### src/hdl/lcm_pkg.sv
// ----------------------------------------------------------------------------
// lcm_pkg
// Shared widths, defaults, register indexes, command codes and types of the
// letterbox coordinate mapper.
// ----------------------------------------------------------------------------
package lcm_pkg;

    localparam int COORD_W       = 16;
    localparam int CFG_W         = 16;
    localparam int CFG_IDX_W     = 1;
    localparam int OUT_X_W       = 12;
    localparam int OUT_Y_W       = 11;
    localparam int FRAME_W_OUT_W = 12;
    localparam int SAFE_LEFT_W   = 11;

    localparam int FRAME_HEIGHT_DEF   = 1080;
    localparam int DEFAULT_WIDTH_DEF  = 1920;
    localparam int CLASSIC_WIDTH_DEF  = 640;
    localparam int CLASSIC_HEIGHT_DEF = 480;

    localparam int WINDOW_WIDTH_RST  = 1920;
    localparam int WINDOW_HEIGHT_RST = 1080;

    typedef enum logic [CFG_IDX_W-1:0] {
        REG_WINDOW_WIDTH,
        REG_WINDOW_HEIGHT
    } lcm_reg_t;

    typedef enum logic {
        CMD_TO_PRES,
        CMD_TO_CLASSIC
    } lcm_cmd_t;

    typedef enum logic [2:0] {
        SETUP_START,
        SETUP_DIV_FW,
        SETUP_FIT,
        SETUP_SW_GO,
        SETUP_SW_WAIT,
        SETUP_SH_GO,
        SETUP_SH_WAIT,
        SETUP_READY
    } lcm_setup_state_t;

    typedef struct packed {
        logic s1;
        logic s2;
        logic s3;
        logic s4;
        logic s5;
    } lcm_stage_en_t;

endpackage

### src/hdl/lcm_in_if.sv
// ----------------------------------------------------------------------------
// lcm_in_if
// Request channel: command and coordinate pair with valid/ready handshake.
// ----------------------------------------------------------------------------
interface lcm_in_if;

    logic                                valid;
    logic                                ready;
    logic                                cmd;
    logic signed [lcm_pkg::COORD_W-1:0]  coord_x;
    logic signed [lcm_pkg::COORD_W-1:0]  coord_y;

    modport source (output valid, output cmd, output coord_x, output coord_y, input ready);
    modport sink   (input valid, input cmd, input coord_x, input coord_y, output ready);

endinterface

### src/hdl/lcm_out_if.sv
// ----------------------------------------------------------------------------
// lcm_out_if
// Result channel: mapped coordinate, inside flag and frame geometry.
// ----------------------------------------------------------------------------
interface lcm_out_if;

    logic                                   valid;
    logic                                   ready;
    logic [lcm_pkg::OUT_X_W-1:0]            out_x;
    logic [lcm_pkg::OUT_Y_W-1:0]            out_y;
    logic                                   inside_res;
    logic [lcm_pkg::FRAME_W_OUT_W-1:0]      frame_width;
    logic [lcm_pkg::SAFE_LEFT_W-1:0]        safe_left;

    modport source (output valid, output out_x, output out_y, output inside_res,
                    output frame_width, output safe_left, input ready);
    modport sink   (input valid, input out_x, input out_y, input inside_res,
                    input frame_width, input safe_left, output ready);

endinterface

### src/hdl/letterbox_coordinate_mapper_core.sv
// ----------------------------------------------------------------------------
// letterbox_coordinate_mapper_core: one item per cycle when result.ready is
// high and frame setup is done. Reset empties the pipeline, loads window size
// 1920x1080 and runs frame setup (three bit-serial divisions) with request.ready
// low; each register write reruns that setup.
// ----------------------------------------------------------------------------
module letterbox_coordinate_mapper_core #(
    parameter int FRAME_HEIGHT   = lcm_pkg::FRAME_HEIGHT_DEF,
    parameter int DEFAULT_WIDTH  = lcm_pkg::DEFAULT_WIDTH_DEF,
    parameter int CLASSIC_WIDTH  = lcm_pkg::CLASSIC_WIDTH_DEF,
    parameter int CLASSIC_HEIGHT = lcm_pkg::CLASSIC_HEIGHT_DEF
) (
    input  logic                            clk,
    input  logic                            rst_n,
    lcm_in_if.sink                          request,
    lcm_out_if.source                       result,
    input  logic                            wr_en,
    input  logic [lcm_pkg::CFG_IDX_W-1:0]   wr_index,
    input  logic [lcm_pkg::CFG_W-1:0]       wr_data
);

    localparam int MIN_W    = (4 * FRAME_HEIGHT) / 3;
    localparam int MAX_W    = (32 * FRAME_HEIGHT) / 9;
    localparam int FW_MAX   = (DEFAULT_WIDTH > MAX_W) ? DEFAULT_WIDTH : MAX_W;
    localparam int FW_W     = $clog2(FW_MAX + 1);
    localparam int C_MAX    = (CLASSIC_WIDTH > CLASSIC_HEIGHT) ? CLASSIC_WIDTH : CLASSIC_HEIGHT;
    localparam int N_W      = $clog2(2 * C_MAX * FW_MAX + 1);
    localparam int W_LOW    = (DEFAULT_WIDTH < MIN_W) ? DEFAULT_WIDTH : MIN_W;
    localparam int SH_LOW   = (W_LOW * 3) / 4;
    localparam int SIZE_MIN = (FRAME_HEIGHT < SH_LOW) ? FRAME_HEIGHT : SH_LOW;
    localparam int C_MIN    = (CLASSIC_WIDTH < CLASSIC_HEIGHT) ? CLASSIC_WIDTH : CLASSIC_HEIGHT;
    localparam int D_MIN    = (SIZE_MIN < 2 * C_MIN) ? SIZE_MIN : 2 * C_MIN;
    localparam int R_W      = $clog2((2 ** N_W) / D_MIN + 1);
    localparam int CLS_W    = $clog2(C_MAX + 1);
    localparam int RES_W    = ((CLS_W > FW_W) ? CLS_W : FW_W) + 1;
    localparam int X_LIM    = (FW_MAX > CLASSIC_WIDTH) ? FW_MAX : CLASSIC_WIDTH;
    localparam int Y_LIM    = (FRAME_HEIGHT > CLASSIC_HEIGHT) ? FRAME_HEIGHT : CLASSIC_HEIGHT;

    logic                   setup_ready;
    logic [FW_W-1:0]        fw;
    logic [FW_W-1:0]        sx;
    logic [FW_W-1:0]        sw;
    logic [FW_W-1:0]        sy;
    logic [FW_W-1:0]        sh;
    logic [R_W-1:0]         rw;
    logic [R_W-1:0]         rh;

    lcm_pkg::lcm_stage_en_t ld;
    logic [4:0]             v_reg;
    logic                   take;
    logic [RES_W-1:0]       res_x;
    logic [RES_W-1:0]       res_y;
    logic                   ins_x;
    logic                   ins_y;

    lcm_frame_setup #(
        .FRAME_HEIGHT  (FRAME_HEIGHT),
        .DEFAULT_WIDTH (DEFAULT_WIDTH),
        .FW_W          (FW_W),
        .N_W           (N_W),
        .R_W           (R_W)
    ) u_setup (
        .clk      (clk),
        .rst_n    (rst_n),
        .wr_en    (wr_en),
        .wr_index (wr_index),
        .wr_data  (wr_data),
        .ready    (setup_ready),
        .fw       (fw),
        .sx       (sx),
        .sw       (sw),
        .sy       (sy),
        .sh       (sh),
        .rw       (rw),
        .rh       (rh)
    );

    lcm_axis_pipe #(
        .CLASSIC (CLASSIC_WIDTH),
        .SZ_W    (FW_W),
        .N_W     (N_W),
        .R_W     (R_W),
        .RES_W   (RES_W)
    ) u_axis_x (
        .clk     (clk),
        .en      (ld),
        .cmd     (request.cmd),
        .coord   (request.coord_x),
        .origin  (sx),
        .size    (sw),
        .recip   (rw),
        .res     (res_x),
        .in_safe (ins_x)
    );

    lcm_axis_pipe #(
        .CLASSIC (CLASSIC_HEIGHT),
        .SZ_W    (FW_W),
        .N_W     (N_W),
        .R_W     (R_W),
        .RES_W   (RES_W)
    ) u_axis_y (
        .clk     (clk),
        .en      (ld),
        .cmd     (request.cmd),
        .coord   (request.coord_y),
        .origin  (sy),
        .size    (sh),
        .recip   (rh),
        .res     (res_y),
        .in_safe (ins_y)
    );

    // advance a stage when it is empty or the next one takes its item
    always_comb
    begin
        ld.s5 = !v_reg[4] || result.ready;
        ld.s4 = !v_reg[3] || ld.s5;
        ld.s3 = !v_reg[2] || ld.s4;
        ld.s2 = !v_reg[1] || ld.s3;
        ld.s1 = !v_reg[0] || ld.s2;
        take  = request.valid && request.ready;
    end

    always_ff @(posedge clk or negedge rst_n)
    begin
        if (!rst_n)
        begin
            v_reg <= '0;
        end
        else
        begin
            if (ld.s1)
            begin
                v_reg[0] <= take;
            end
            if (ld.s2)
            begin
                v_reg[1] <= v_reg[0];
            end
            if (ld.s3)
            begin
                v_reg[2] <= v_reg[1];
            end
            if (ld.s4)
            begin
                v_reg[3] <= v_reg[2];
            end
            if (ld.s5)
            begin
                v_reg[4] <= v_reg[3];
            end
        end
    end

    assign request.ready      = ld.s1 && setup_ready;
    assign result.valid       = v_reg[4];
    assign result.out_x       = (lcm_pkg::OUT_X_W)'(res_x);
    assign result.out_y       = (lcm_pkg::OUT_Y_W)'(res_y);
    assign result.inside_res  = ins_x && ins_y;
    assign result.frame_width = (lcm_pkg::FRAME_W_OUT_W)'(fw);
    assign result.safe_left   = (lcm_pkg::SAFE_LEFT_W)'(sx);

`ifndef SYNTHESIS
    a_safe_fits: assert property (@(posedge clk) disable iff (!rst_n)
        setup_ready |-> ((int'(sx) * 2 + int'(sw) <= int'(fw))
                         && (int'(sy) * 2 + int'(sh) <= FRAME_HEIGHT)))
        else $error("safe rectangle exceeds frame");

    a_res_range: assert property (@(posedge clk) disable iff (!rst_n)
        result.valid |-> ((int'(res_x) < X_LIM) && (int'(res_y) < Y_LIM)))
        else $error("mapped coordinate out of range");

    a_drain: assert property (@(posedge clk) disable iff (!rst_n)
        (result.valid && result.ready && !v_reg[3]) |=> !result.valid)
        else $error("result repeated after being taken");
`endif

endmodule

### src/hdl/lcm_divider.sv
// ----------------------------------------------------------------------------
// lcm_divider
// Iterative restoring divider, one quotient bit per cycle, done pulse after
// the last bit. A start restarts it at any time.
// ----------------------------------------------------------------------------
module lcm_divider #(
    parameter int N_W = 27,
    parameter int D_W = 16
) (
    input  logic           clk,
    input  logic           rst_n,
    input  logic           start,
    input  logic [N_W-1:0] num,
    input  logic [D_W-1:0] den,
    output logic [N_W-1:0] quot,
    output logic           done
);

    localparam int CNT_W = (N_W > 1) ? $clog2(N_W) : 1;

    logic             active_reg;
    logic             active_next;
    logic             done_reg;
    logic             done_next;
    logic [CNT_W-1:0] cnt_reg;
    logic [CNT_W-1:0] cnt_next;
    logic [D_W-1:0]   den_reg;
    logic [D_W-1:0]   den_next;
    logic [D_W:0]     rem_reg;
    logic [D_W:0]     rem_next;
    logic [N_W-1:0]   quot_reg;
    logic [N_W-1:0]   quot_next;
    logic [D_W:0]     rem_sh;
    logic             ge;

    always_comb
    begin
        rem_sh      = {rem_reg[D_W-1:0], quot_reg[N_W-1]};
        ge          = (rem_sh >= {1'b0, den_reg});
        active_next = active_reg;
        done_next   = 1'b0;
        cnt_next    = cnt_reg;
        den_next    = den_reg;
        rem_next    = rem_reg;
        quot_next   = quot_reg;
        if (start)
        begin
            active_next = 1'b1;
            cnt_next    = CNT_W'(N_W - 1);
            den_next    = den;
            rem_next    = '0;
            quot_next   = num;
        end
        else if (active_reg)
        begin
            rem_next  = ge ? (rem_sh - {1'b0, den_reg}) : rem_sh;
            quot_next = {quot_reg[N_W-2:0], ge};
            if (cnt_reg == '0)
            begin
                active_next = 1'b0;
                done_next   = 1'b1;
            end
            else
            begin
                cnt_next = cnt_reg - 1'b1;
            end
        end
    end

    always_ff @(posedge clk or negedge rst_n)
    begin
        if (!rst_n)
        begin
            active_reg <= 1'b0;
            done_reg   <= 1'b0;
            cnt_reg    <= '0;
        end
        else
        begin
            active_reg <= active_next;
            done_reg   <= done_next;
            cnt_reg    <= cnt_next;
        end
    end

    always_ff @(posedge clk)
    begin
        den_reg  <= den_next;
        rem_reg  <= rem_next;
        quot_reg <= quot_next;
    end

    assign quot = quot_reg;
    assign done = done_reg;

endmodule

### src/hdl/lcm_frame_setup.sv
// ----------------------------------------------------------------------------
// lcm_frame_setup
// Window size registers and the sequencer that derives frame width, safe
// rectangle and the reciprocals of the safe rectangle size.
// ----------------------------------------------------------------------------
module lcm_frame_setup #(
    parameter int FRAME_HEIGHT  = lcm_pkg::FRAME_HEIGHT_DEF,
    parameter int DEFAULT_WIDTH = lcm_pkg::DEFAULT_WIDTH_DEF,
    parameter int FW_W          = 12,
    parameter int N_W           = 23,
    parameter int R_W           = 14
) (
    input  logic                            clk,
    input  logic                            rst_n,
    input  logic                            wr_en,
    input  logic [lcm_pkg::CFG_IDX_W-1:0]   wr_index,
    input  logic [lcm_pkg::CFG_W-1:0]       wr_data,
    output logic                            ready,
    output logic [FW_W-1:0]                 fw,
    output logic [FW_W-1:0]                 sx,
    output logic [FW_W-1:0]                 sw,
    output logic [FW_W-1:0]                 sy,
    output logic [FW_W-1:0]                 sh,
    output logic [R_W-1:0]                  rw,
    output logic [R_W-1:0]                  rh
);

    localparam int CFG_W   = lcm_pkg::CFG_W;
    localparam int MIN_W   = (4 * FRAME_HEIGHT) / 3;
    localparam int MAX_W   = (32 * FRAME_HEIGHT) / 9;
    localparam int NUMF_W  = $clog2(FRAME_HEIGHT * (2 ** CFG_W - 1) + 2 ** (CFG_W - 1));
    localparam int DIV_N_W = (NUMF_W > N_W + 1) ? NUMF_W : N_W + 1;
    localparam int DIV_D_W = (CFG_W > FW_W) ? CFG_W : FW_W;

    lcm_pkg::lcm_setup_state_t state_reg;
    lcm_pkg::lcm_setup_state_t state_next;

    logic [CFG_W-1:0]   ww_reg;
    logic [CFG_W-1:0]   wh_reg;
    logic [FW_W-1:0]    fw_reg;
    logic [FW_W-1:0]    fw_next;
    logic [FW_W-1:0]    sx_reg;
    logic [FW_W-1:0]    sx_next;
    logic [FW_W-1:0]    sw_reg;
    logic [FW_W-1:0]    sw_next;
    logic [FW_W-1:0]    sy_reg;
    logic [FW_W-1:0]    sy_next;
    logic [FW_W-1:0]    sh_reg;
    logic [FW_W-1:0]    sh_next;
    logic [R_W-1:0]     rw_reg;
    logic [R_W-1:0]     rw_next;
    logic [R_W-1:0]     rh_reg;
    logic [R_W-1:0]     rh_next;

    logic               div_start;
    logic [DIV_N_W-1:0] div_num;
    logic [DIV_D_W-1:0] div_den;
    logic [DIV_N_W-1:0] div_quot;
    logic               div_done;

    logic [DIV_N_W-1:0] fw_num;
    logic [DIV_N_W-1:0] q_even;
    logic [FW_W-1:0]    fw_clamped;
    logic [FW_W+1:0]    fw3;
    logic [FW_W-1:0]    sh_fit;

    lcm_divider #(
        .N_W (DIV_N_W),
        .D_W (DIV_D_W)
    ) u_div (
        .clk   (clk),
        .rst_n (rst_n),
        .start (div_start),
        .num   (div_num),
        .den   (div_den),
        .quot  (div_quot),
        .done  (div_done)
    );

    always_comb
    begin
        fw_num = DIV_N_W'(FRAME_HEIGHT) * DIV_N_W'(ww_reg) + DIV_N_W'(wh_reg >> 1);
        q_even = {div_quot[DIV_N_W-1:1], 1'b0};
        if (q_even < DIV_N_W'(MIN_W))
        begin
            fw_clamped = FW_W'(MIN_W);
        end
        else if (q_even > DIV_N_W'(MAX_W))
        begin
            fw_clamped = FW_W'(MAX_W);
        end
        else
        begin
            fw_clamped = FW_W'(q_even);
        end
        fw3    = {2'b00, fw_reg} + {1'b0, fw_reg, 1'b0};
        sh_fit = FW_W'(fw3 >> 2);
    end

    always_comb
    begin
        state_next = state_reg;
        div_start  = 1'b0;
        div_num    = '0;
        div_den    = '0;
        fw_next    = fw_reg;
        sx_next    = sx_reg;
        sw_next    = sw_reg;
        sy_next    = sy_reg;
        sh_next    = sh_reg;
        rw_next    = rw_reg;
        rh_next    = rh_reg;
        case (state_reg)
            lcm_pkg::SETUP_START:
            begin
                if ((ww_reg == '0) || (wh_reg == '0))
                begin
                    fw_next    = FW_W'(DEFAULT_WIDTH);
                    state_next = lcm_pkg::SETUP_FIT;
                end
                else
                begin
                    div_start  = 1'b1;
                    div_num    = fw_num;
                    div_den    = DIV_D_W'(wh_reg);
                    state_next = lcm_pkg::SETUP_DIV_FW;
                end
            end
            lcm_pkg::SETUP_DIV_FW:
            begin
                if (div_done)
                begin
                    fw_next    = fw_clamped;
                    state_next = lcm_pkg::SETUP_FIT;
                end
            end
            lcm_pkg::SETUP_FIT:
            begin
                if (fw3 > (FW_W + 2)'(4 * FRAME_HEIGHT))
                begin
                    sw_next = FW_W'(MIN_W);
                    sx_next = (fw_reg - FW_W'(MIN_W)) >> 1;
                    sh_next = FW_W'(FRAME_HEIGHT);
                    sy_next = '0;
                end
                else
                begin
                    sw_next = fw_reg;
                    sx_next = '0;
                    sh_next = sh_fit;
                    sy_next = (FW_W'(FRAME_HEIGHT) - sh_fit) >> 1;
                end
                state_next = lcm_pkg::SETUP_SW_GO;
            end
            lcm_pkg::SETUP_SW_GO:
            begin
                div_start  = 1'b1;
                div_num    = DIV_N_W'(1) << N_W;
                div_den    = DIV_D_W'(sw_reg);
                state_next = lcm_pkg::SETUP_SW_WAIT;
            end
            lcm_pkg::SETUP_SW_WAIT:
            begin
                if (div_done)
                begin
                    rw_next    = R_W'(div_quot);
                    state_next = lcm_pkg::SETUP_SH_GO;
                end
            end
            lcm_pkg::SETUP_SH_GO:
            begin
                div_start  = 1'b1;
                div_num    = DIV_N_W'(1) << N_W;
                div_den    = DIV_D_W'(sh_reg);
                state_next = lcm_pkg::SETUP_SH_WAIT;
            end
            lcm_pkg::SETUP_SH_WAIT:
            begin
                if (div_done)
                begin
                    rh_next    = R_W'(div_quot);
                    state_next = lcm_pkg::SETUP_READY;
                end
            end
            lcm_pkg::SETUP_READY:
            begin
                state_next = lcm_pkg::SETUP_READY;
            end
            default:
            begin
                state_next = lcm_pkg::SETUP_START;
            end
        endcase
        if (wr_en)
        begin
            state_next = lcm_pkg::SETUP_START;
        end
    end

    always_ff @(posedge clk or negedge rst_n)
    begin
        if (!rst_n)
        begin
            state_reg <= lcm_pkg::SETUP_START;
            ww_reg    <= CFG_W'(lcm_pkg::WINDOW_WIDTH_RST);
            wh_reg    <= CFG_W'(lcm_pkg::WINDOW_HEIGHT_RST);
        end
        else
        begin
            state_reg <= state_next;
            if (wr_en && (wr_index == lcm_pkg::REG_WINDOW_WIDTH))
            begin
                ww_reg <= wr_data;
            end
            if (wr_en && (wr_index == lcm_pkg::REG_WINDOW_HEIGHT))
            begin
                wh_reg <= wr_data;
            end
        end
    end

    always_ff @(posedge clk)
    begin
        fw_reg <= fw_next;
        sx_reg <= sx_next;
        sw_reg <= sw_next;
        sy_reg <= sy_next;
        sh_reg <= sh_next;
        rw_reg <= rw_next;
        rh_reg <= rh_next;
    end

    assign ready = (state_reg == lcm_pkg::SETUP_READY);
    assign fw    = fw_reg;
    assign sx    = sx_reg;
    assign sw    = sw_reg;
    assign sy    = sy_reg;
    assign sh    = sh_reg;
    assign rw    = rw_reg;
    assign rh    = rh_reg;

endmodule

### src/hdl/lcm_axis_pipe.sv
// ----------------------------------------------------------------------------
// lcm_axis_pipe
// Five-stage datapath for one axis: clamp and operand select, product,
// reciprocal multiply, back multiply, remainder correction and offset.
// ----------------------------------------------------------------------------
module lcm_axis_pipe #(
    parameter int CLASSIC = lcm_pkg::CLASSIC_WIDTH_DEF,
    parameter int SZ_W    = 12,
    parameter int N_W     = 23,
    parameter int R_W     = 14,
    parameter int RES_W   = 13
) (
    input  logic                                clk,
    input  lcm_pkg::lcm_stage_en_t              en,
    input  logic                                cmd,
    input  logic signed [lcm_pkg::COORD_W-1:0]  coord,
    input  logic [SZ_W-1:0]                     origin,
    input  logic [SZ_W-1:0]                     size,
    input  logic [R_W-1:0]                      recip,
    output logic [RES_W-1:0]                    res,
    output logic                                in_safe
);

    localparam int COORD_W = lcm_pkg::COORD_W;
    localparam int CLS_W   = $clog2(CLASSIC + 1);
    localparam int CA_W    = $clog2(2 * CLASSIC);
    localparam int CL_W    = CA_W - 1;
    localparam int OPA_W   = (CA_W > SZ_W) ? CA_W : SZ_W;
    localparam int OPB_W   = (CLS_W > SZ_W) ? CLS_W : SZ_W;
    localparam int Q_W     = (CLS_W > SZ_W) ? CLS_W : SZ_W;
    localparam int DV_W    = (CLS_W + 1 > SZ_W) ? CLS_W + 1 : SZ_W;
    localparam int CMP_A   = (COORD_W > SZ_W + 1) ? COORD_W : SZ_W + 1;
    localparam int CMP_W   = ((CMP_A > CLS_W) ? CMP_A : CLS_W) + 1;
    localparam int RECIP_CLS = (2 ** N_W) / (2 * CLASSIC);
    localparam logic signed [CMP_W-1:0] CLS_MAX_S = CMP_W'(CLASSIC - 1);

    logic signed [CMP_W-1:0] coord_s;
    logic signed [CMP_W-1:0] org_s;
    logic signed [CMP_W-1:0] end_s;
    logic signed [CMP_W-1:0] diff_s;
    logic [CL_W-1:0]         cls_c;
    logic [SZ_W-1:0]         off;
    logic [OPA_W-1:0]        a1_next;
    logic [OPB_W-1:0]        b1_next;
    logic                    in1_next;

    logic                    cmd1_reg;
    logic [OPA_W-1:0]        a1_reg;
    logic [OPB_W-1:0]        b1_reg;
    logic                    in1_reg;

    logic [OPA_W+OPB_W-1:0]  prod2;
    logic                    cmd2_reg;
    logic [N_W-1:0]          n2_reg;
    logic                    in2_reg;

    logic [R_W-1:0]          recip_sel;
    logic [N_W+R_W-1:0]      prod3;
    logic                    cmd3_reg;
    logic [N_W-1:0]          n3_reg;
    logic [Q_W-1:0]          q3_reg;
    logic                    in3_reg;

    logic [DV_W-1:0]         dv_next;
    logic [Q_W+DV_W-1:0]     prod4;
    logic                    cmd4_reg;
    logic [N_W-1:0]          n4_reg;
    logic [Q_W-1:0]          q4_reg;
    logic [N_W-1:0]          t4_reg;
    logic [DV_W-1:0]         dv4_reg;
    logic                    in4_reg;

    logic [N_W-1:0]          rem5;
    logic [Q_W-1:0]          q_fix;
    logic [RES_W-1:0]        res_next;
    logic [RES_W-1:0]        res_reg;
    logic                    in5_reg;

    always_comb
    begin
        coord_s = CMP_W'(coord);
        org_s   = $signed(CMP_W'(origin));
        end_s   = org_s + $signed(CMP_W'(size));
        diff_s  = coord_s - org_s;
        if (coord_s < 0)
        begin
            cls_c = '0;
        end
        else if (coord_s > CLS_MAX_S)
        begin
            cls_c = CL_W'(CLASSIC - 1);
        end
        else
        begin
            cls_c = CL_W'(coord_s);
        end
        if (diff_s < 0)
        begin
            off = '0;
        end
        else if (coord_s >= end_s)
        begin
            off = size - 1'b1;
        end
        else
        begin
            off = SZ_W'(diff_s);
        end
        if (cmd == lcm_pkg::CMD_TO_CLASSIC)
        begin
            a1_next  = OPA_W'(off);
            b1_next  = OPB_W'(CLASSIC);
            in1_next = (coord_s >= org_s) && (coord_s < end_s);
        end
        else
        begin
            a1_next  = OPA_W'({cls_c, 1'b1});
            b1_next  = OPB_W'(size);
            in1_next = 1'b1;
        end
    end

    always_comb
    begin
        prod2     = a1_reg * b1_reg;
        recip_sel = (cmd2_reg == lcm_pkg::CMD_TO_CLASSIC) ? recip : R_W'(RECIP_CLS);
        prod3     = n2_reg * recip_sel;
        dv_next   = (cmd3_reg == lcm_pkg::CMD_TO_CLASSIC) ? DV_W'(size) : DV_W'(2 * CLASSIC);
        prod4     = q3_reg * dv_next;
        rem5      = n4_reg - t4_reg;
        q_fix     = q4_reg + Q_W'(rem5 >= N_W'(dv4_reg));
        res_next  = ((cmd4_reg == lcm_pkg::CMD_TO_CLASSIC) ? RES_W'(0) : RES_W'(origin))
                    + RES_W'(q_fix);
    end

    always_ff @(posedge clk)
    begin
        if (en.s1)
        begin
            cmd1_reg <= cmd;
            a1_reg   <= a1_next;
            b1_reg   <= b1_next;
            in1_reg  <= in1_next;
        end
        if (en.s2)
        begin
            cmd2_reg <= cmd1_reg;
            n2_reg   <= N_W'(prod2);
            in2_reg  <= in1_reg;
        end
        if (en.s3)
        begin
            cmd3_reg <= cmd2_reg;
            n3_reg   <= n2_reg;
            q3_reg   <= Q_W'(prod3 >> N_W);
            in3_reg  <= in2_reg;
        end
        if (en.s4)
        begin
            cmd4_reg <= cmd3_reg;
            n4_reg   <= n3_reg;
            q4_reg   <= q3_reg;
            t4_reg   <= N_W'(prod4);
            dv4_reg  <= dv_next;
            in4_reg  <= in3_reg;
        end
        if (en.s5)
        begin
            res_reg <= res_next;
            in5_reg <= in4_reg;
        end
    end

    assign res     = res_reg;
    assign in_safe = in5_reg;

endmodule
### src/flat_wrapper.sv
// flat-port wrapper written by rule: the top's interface ports become plain ports
module letterbox_coordinate_mapper_core_flat 
#(
    parameter int FRAME_HEIGHT   = lcm_pkg::FRAME_HEIGHT_DEF,
    parameter int DEFAULT_WIDTH  = lcm_pkg::DEFAULT_WIDTH_DEF,
    parameter int CLASSIC_WIDTH  = lcm_pkg::CLASSIC_WIDTH_DEF,
    parameter int CLASSIC_HEIGHT = lcm_pkg::CLASSIC_HEIGHT_DEF
)
  (clk, rst_n, wr_en, wr_index, wr_data, request_valid, request_cmd, request_coord_x, request_coord_y, request_ready, result_valid, result_out_x, result_out_y, result_inside_res, result_frame_width, result_safe_left, result_ready);
  lcm_in_if request_i ();
  lcm_out_if result_i ();
  input  logic clk;
  input  logic rst_n;
  input  logic wr_en;
  input  logic [lcm_pkg::CFG_IDX_W-1:0] wr_index;
  input  logic [lcm_pkg::CFG_W-1:0] wr_data;
  input wire logic [$bits(request_i.valid)-1:0] request_valid;
  input wire logic [$bits(request_i.cmd)-1:0] request_cmd;
  input wire logic [$bits(request_i.coord_x)-1:0] request_coord_x;
  input wire logic [$bits(request_i.coord_y)-1:0] request_coord_y;
  output wire logic [$bits(request_i.ready)-1:0] request_ready;
  output wire logic [$bits(result_i.valid)-1:0] result_valid;
  output wire logic [$bits(result_i.out_x)-1:0] result_out_x;
  output wire logic [$bits(result_i.out_y)-1:0] result_out_y;
  output wire logic [$bits(result_i.inside_res)-1:0] result_inside_res;
  output wire logic [$bits(result_i.frame_width)-1:0] result_frame_width;
  output wire logic [$bits(result_i.safe_left)-1:0] result_safe_left;
  input wire logic [$bits(result_i.ready)-1:0] result_ready;
  assign request_i.valid = request_valid;
  assign request_i.cmd = request_cmd;
  assign request_i.coord_x = request_coord_x;
  assign request_i.coord_y = request_coord_y;
  assign request_ready = request_i.ready;
  assign result_valid = result_i.valid;
  assign result_out_x = result_i.out_x;
  assign result_out_y = result_i.out_y;
  assign result_inside_res = result_i.inside_res;
  assign result_frame_width = result_i.frame_width;
  assign result_safe_left = result_i.safe_left;
  assign result_i.ready = result_ready;
  letterbox_coordinate_mapper_core #(.FRAME_HEIGHT(FRAME_HEIGHT), .DEFAULT_WIDTH(DEFAULT_WIDTH), .CLASSIC_WIDTH(CLASSIC_WIDTH), .CLASSIC_HEIGHT(CLASSIC_HEIGHT)) u_core (.clk(clk), .rst_n(rst_n), .request(request_i), .result(result_i), .wr_en(wr_en), .wr_index(wr_index), .wr_data(wr_data));
endmodule
### config.mk
export PLATFORM = sky130hd
export DESIGN_NAME = letterbox_coordinate_mapper_core_flat
export DESIGN_NICKNAME = d
export VERILOG_FILES = /design/src/hdl/lcm_pkg.sv /design/src/hdl/lcm_in_if.sv /design/src/hdl/lcm_out_if.sv /design/src/hdl/letterbox_coordinate_mapper_core.sv /design/src/hdl/lcm_divider.sv /design/src/hdl/lcm_frame_setup.sv /design/src/hdl/lcm_axis_pipe.sv /design/src/flat_wrapper.sv
export SDC_FILE = /design/constraint.sdc
export NUM_CORES = 2
export LEC_CHECK = 0
export ABC_AREA = 1
export BUFFER_PORTS_ARGS = -buffer_cell sky130_fd_sc_hd__buf_2
export CORE_UTILIZATION = 25
export DETAILED_ROUTE_END_ITERATION = 7
export GPL_ROUTABILITY_DRIVEN = 0
export PLACE_DENSITY = 0.39
export SETUP_SLACK_MARGIN = 0.02
export SLEW_MARGIN = 20
export SYNTH_ARGS = -nofsm -noshare
export SYNTH_HDL_FRONTEND = slang
export SYNTH_SLANG_ARGS = --single-unit
### constraint.sdc
create_clock -name clk -period 20.9 [get_ports clk]
set_input_delay 2.09 -clock clk [delete_from_list [all_inputs] [get_ports clk]]
set_output_delay 2.09 -clock clk [all_outputs]
set_load 0.01 [all_outputs]
==> metrics.yaml <==
outcome:
  status: "complete, no violations"
drt:
  drtPass1Iterations: 5
  drc: 0
  first_iter_violations: 2870
  ant_nets: 0
  routed-wl-met2_um: 105000
  via_per_inst: 4.43
  wl_met3_um: 7260
  wl_um: 223000
  highest_layer: "met5"
  routed-via-count: 51200
  met1_length_um: 106000
  routedWlPerCell_um: 19.3
setup_path:
  cp_max_fo: 20
  cp-end-kind: "register"
  crit_required_ns: 21.39
  arrival_ns: 7.91
  start_kind: "register"
  path_class: "register to register"
layout:
  regArea_um2: 15300
  syn_to_final_growth_pct: 10.3
  fill_cells: 29100
  drive_gt1_share_pct: 4.13
  fin_nets: 9575
  largest_reg_flops: 27
  multi_input_area_um2: 44300
synthesis:
  synth-edff-count: 461
  yosysWarnings: 0
  avgSynthCellArea_um2: 8.49
  yosys-top-cells-area: "fa_1 (27%), edfxtp_1 (21%), ha_1 (13%), inv_1 (10%), nand2_1 (9.6%)"
  yosysSeqAreaShare_pct: 22.8
  ys_ff_latch: 524
  synthFlopType: "edfxtp_1"
  postSynth.asyncResetShare_pct: 8.97
  synthMuxAreaShare_pct: 0
  synthTopCellsByCount: "inv_1 (1792), nand2_1 (1716), fa_1 (894), nor2_1 (720), ha_1 (691)"
  synth-xor-area-share_pct: 3.29
  synth_top_family_by_area: "adder cells"
  ys_types: 69
  yosysMostFrequentCell: "inv_1"
  yosys.area_share.simple_pct: 17.1
  synth_top_area_share_pct: 26.6
  netlist_area_um2: 67200
  synthAdderAreaFrac_pct: 39.5
  syn_inst: 7920
  synth_top_area_cell: "fa_1"
  synth_compound_area_share_pct: 5.96
placed_design:
  hpwlAfterDp_um: 184000
  portBuffers: 102
clock_tree:
  cts_made_buffers: 72
  clockBufferDepth: 3
  cts_resized: 0
  cts-root-buf: "clkbuf_16"
  clk_latency_ns: 0.69
  holdBufCountCts: 0
  cts_tree: "yes"
  clock_sinks: 524
  cts-htree-levels: 3
  path_clk_slew_ns: 0.06
  cts_setup_buffers: 0
floorplan:
  die_h_um: 521
  core-area_um2: 268000
  rows: 190
  ios: 104
  die_w_um: 521
  initial_utilization_pct: 25.1
  fp.dieArea_um2: 271000
sta:
  fin_crit_sh_pct: 35.5
  slew_headroom_pct: 19.4
  rsz0062_at_grt: "false"
  max_freq_mhz: 135
  skew_ns: 0.0391
  setup_tns_ns: 0
  hold_viol: 0
  tightestPinTransition_ns: 1.21
  min_period_ns: 7.41
  drv_slew: 0
  setup_viol: 0
grt:
  antenna_found_initial: 7
  grt_overflow_total: 0
  grt_max_degree: 73
  grt_pass1_wl_um: 339000
  grt.total_usage_pct: 16.5
  first_global_vias: 53900
min_path:
  hold_class: "register to register"
job:
  max_cap_viol_count: 0
-- worst paths after layout --
check,start,slack [ns],depth (start not counted),to
hold / removal,u_core.u_axis_x.n3_reg[1],0.40,0,u_core.u_axis_x.n4_reg[1]
setup reg to reg,u_core.u_axis_x.cmd2_reg,13.49,21,u_core.u_axis_x.q3_reg[5]
hold reg to reg,u_core.u_axis_x.n3_reg[1],0.40,0,u_core.u_axis_x.n4_reg[1]
max in group asynchronous,rst_n,18.85,2,u_core.v_reg[3]
min in group asynchronous,rst_n,1.55,2,u_core.u_setup.ww_reg[13]
setup / recovery,u_core.u_axis_x.cmd2_reg,13.49,21,u_core.u_axis_x.q3_reg[5]
-- cell type report --
type | count | share of cell area [%]
Clock inverter | 38 | 0.754
Timing Repair Buffer | 131 | 0.982
Antenna cell | 3 | 0.0101
Tap cell | 3552 | 5.99
Inverter | 1822 | 9.23
Clock buffer | 94 | 2.62
Multi-Input combinational cell | 5384 | 59.7
Sequential cell | 524 | 20.7
-- cells in the final DEF (no fill, tap or decap), types with 9 or more instances in the layout --
master	synthesis	final
o221ai_1	14	14
dfrtp_1	39	39
o21ai_1	13	13
clkbuf_16	0	73
nand3b_1	9	9
nor3_1	60	57
clkinv_1	21	28
dfxtp_1	16	16
buf_2	9	102
xnor2_1	69	69
nand3_1	194	194
nor4_1	25	25
a21oi_1	316	315
a21boi_0	9	9
fa_1	894	894
nand4_1	43	43
a21o_1	21	21
bufinv_16	0	12
edfxtp_1	461	461
a31oi_1	19	19
o21bai_1	23	23
o21ai_0	221	221
inv_2	9	11
nand3_2	9	9
clkbuf_1	169	17
nand2_1	1716	1714
inv_1	1792	1787
a211oi_1	9	9
nor2_1	720	720
nor2_4	20	20
ha_1	691	691
buf_4	2	29
o211ai_1	26	26
xor2_1	180	180
-- routing by layer --
layer | GRT usage, % | vias up
met3 | 1.83 | 202
met2 | 27.6 | 902
met5 | 0 | -
met4 | 3.93 | 2
li1 | - | 24400
met1 | 22.7 | 25700
-- stage by stage --
stage	setup WS [ns]	std cells	utilization (%)	cell area [µm²]	hold slack [ns]
after global routing	12.99	11500	27.7	74200	0.416
after CTS	13.55	11500	27.7	74200	0.399
after floorplan	9.90	7921	-	67200	0.400
final	13.49	11500	27.7	74200	0.403
after global placement	13.58	11400	26.8	71700	0.401
after detailed placement	13.58	11400	26.8	71700	0.405
-- worst max-delay path, stage by stage (launching register included) --
cell and delay (ns):
edfxtp_1 0.85, inv_2 0.23, nor2_1 0.82, inv_1 0.53, nand2_1 0.22, fa_1 0.45
fa_1 0.56, inv_1 0.07, fa_1 0.49, fa_1 0.42, fa_1 0.49, inv_1 0.06
fa_1 0.48, inv_1 0.04, ha_1 0.30, nand2_1 0.09, o21ai_0 0.39, a21oi_1 0.13
nor3_1 0.18, nor3_1 0.06, o21ai_1 0.12, xor2_1 0.22
-- kinds of logic after synthesis --
family                   count (synthesis)
AND/OR/NAND/NOR                       2832
XOR/XNOR                               251
AO/OA/AOI/OAI                          714
buffers and inverters                 2013
adder cells (fa/ha/maj)               1585
flip-flops                             524
other                                    1
Power is not shown: default switching activity piles up to over one toggle a cycle in this logic, so the estimate is an artifact.
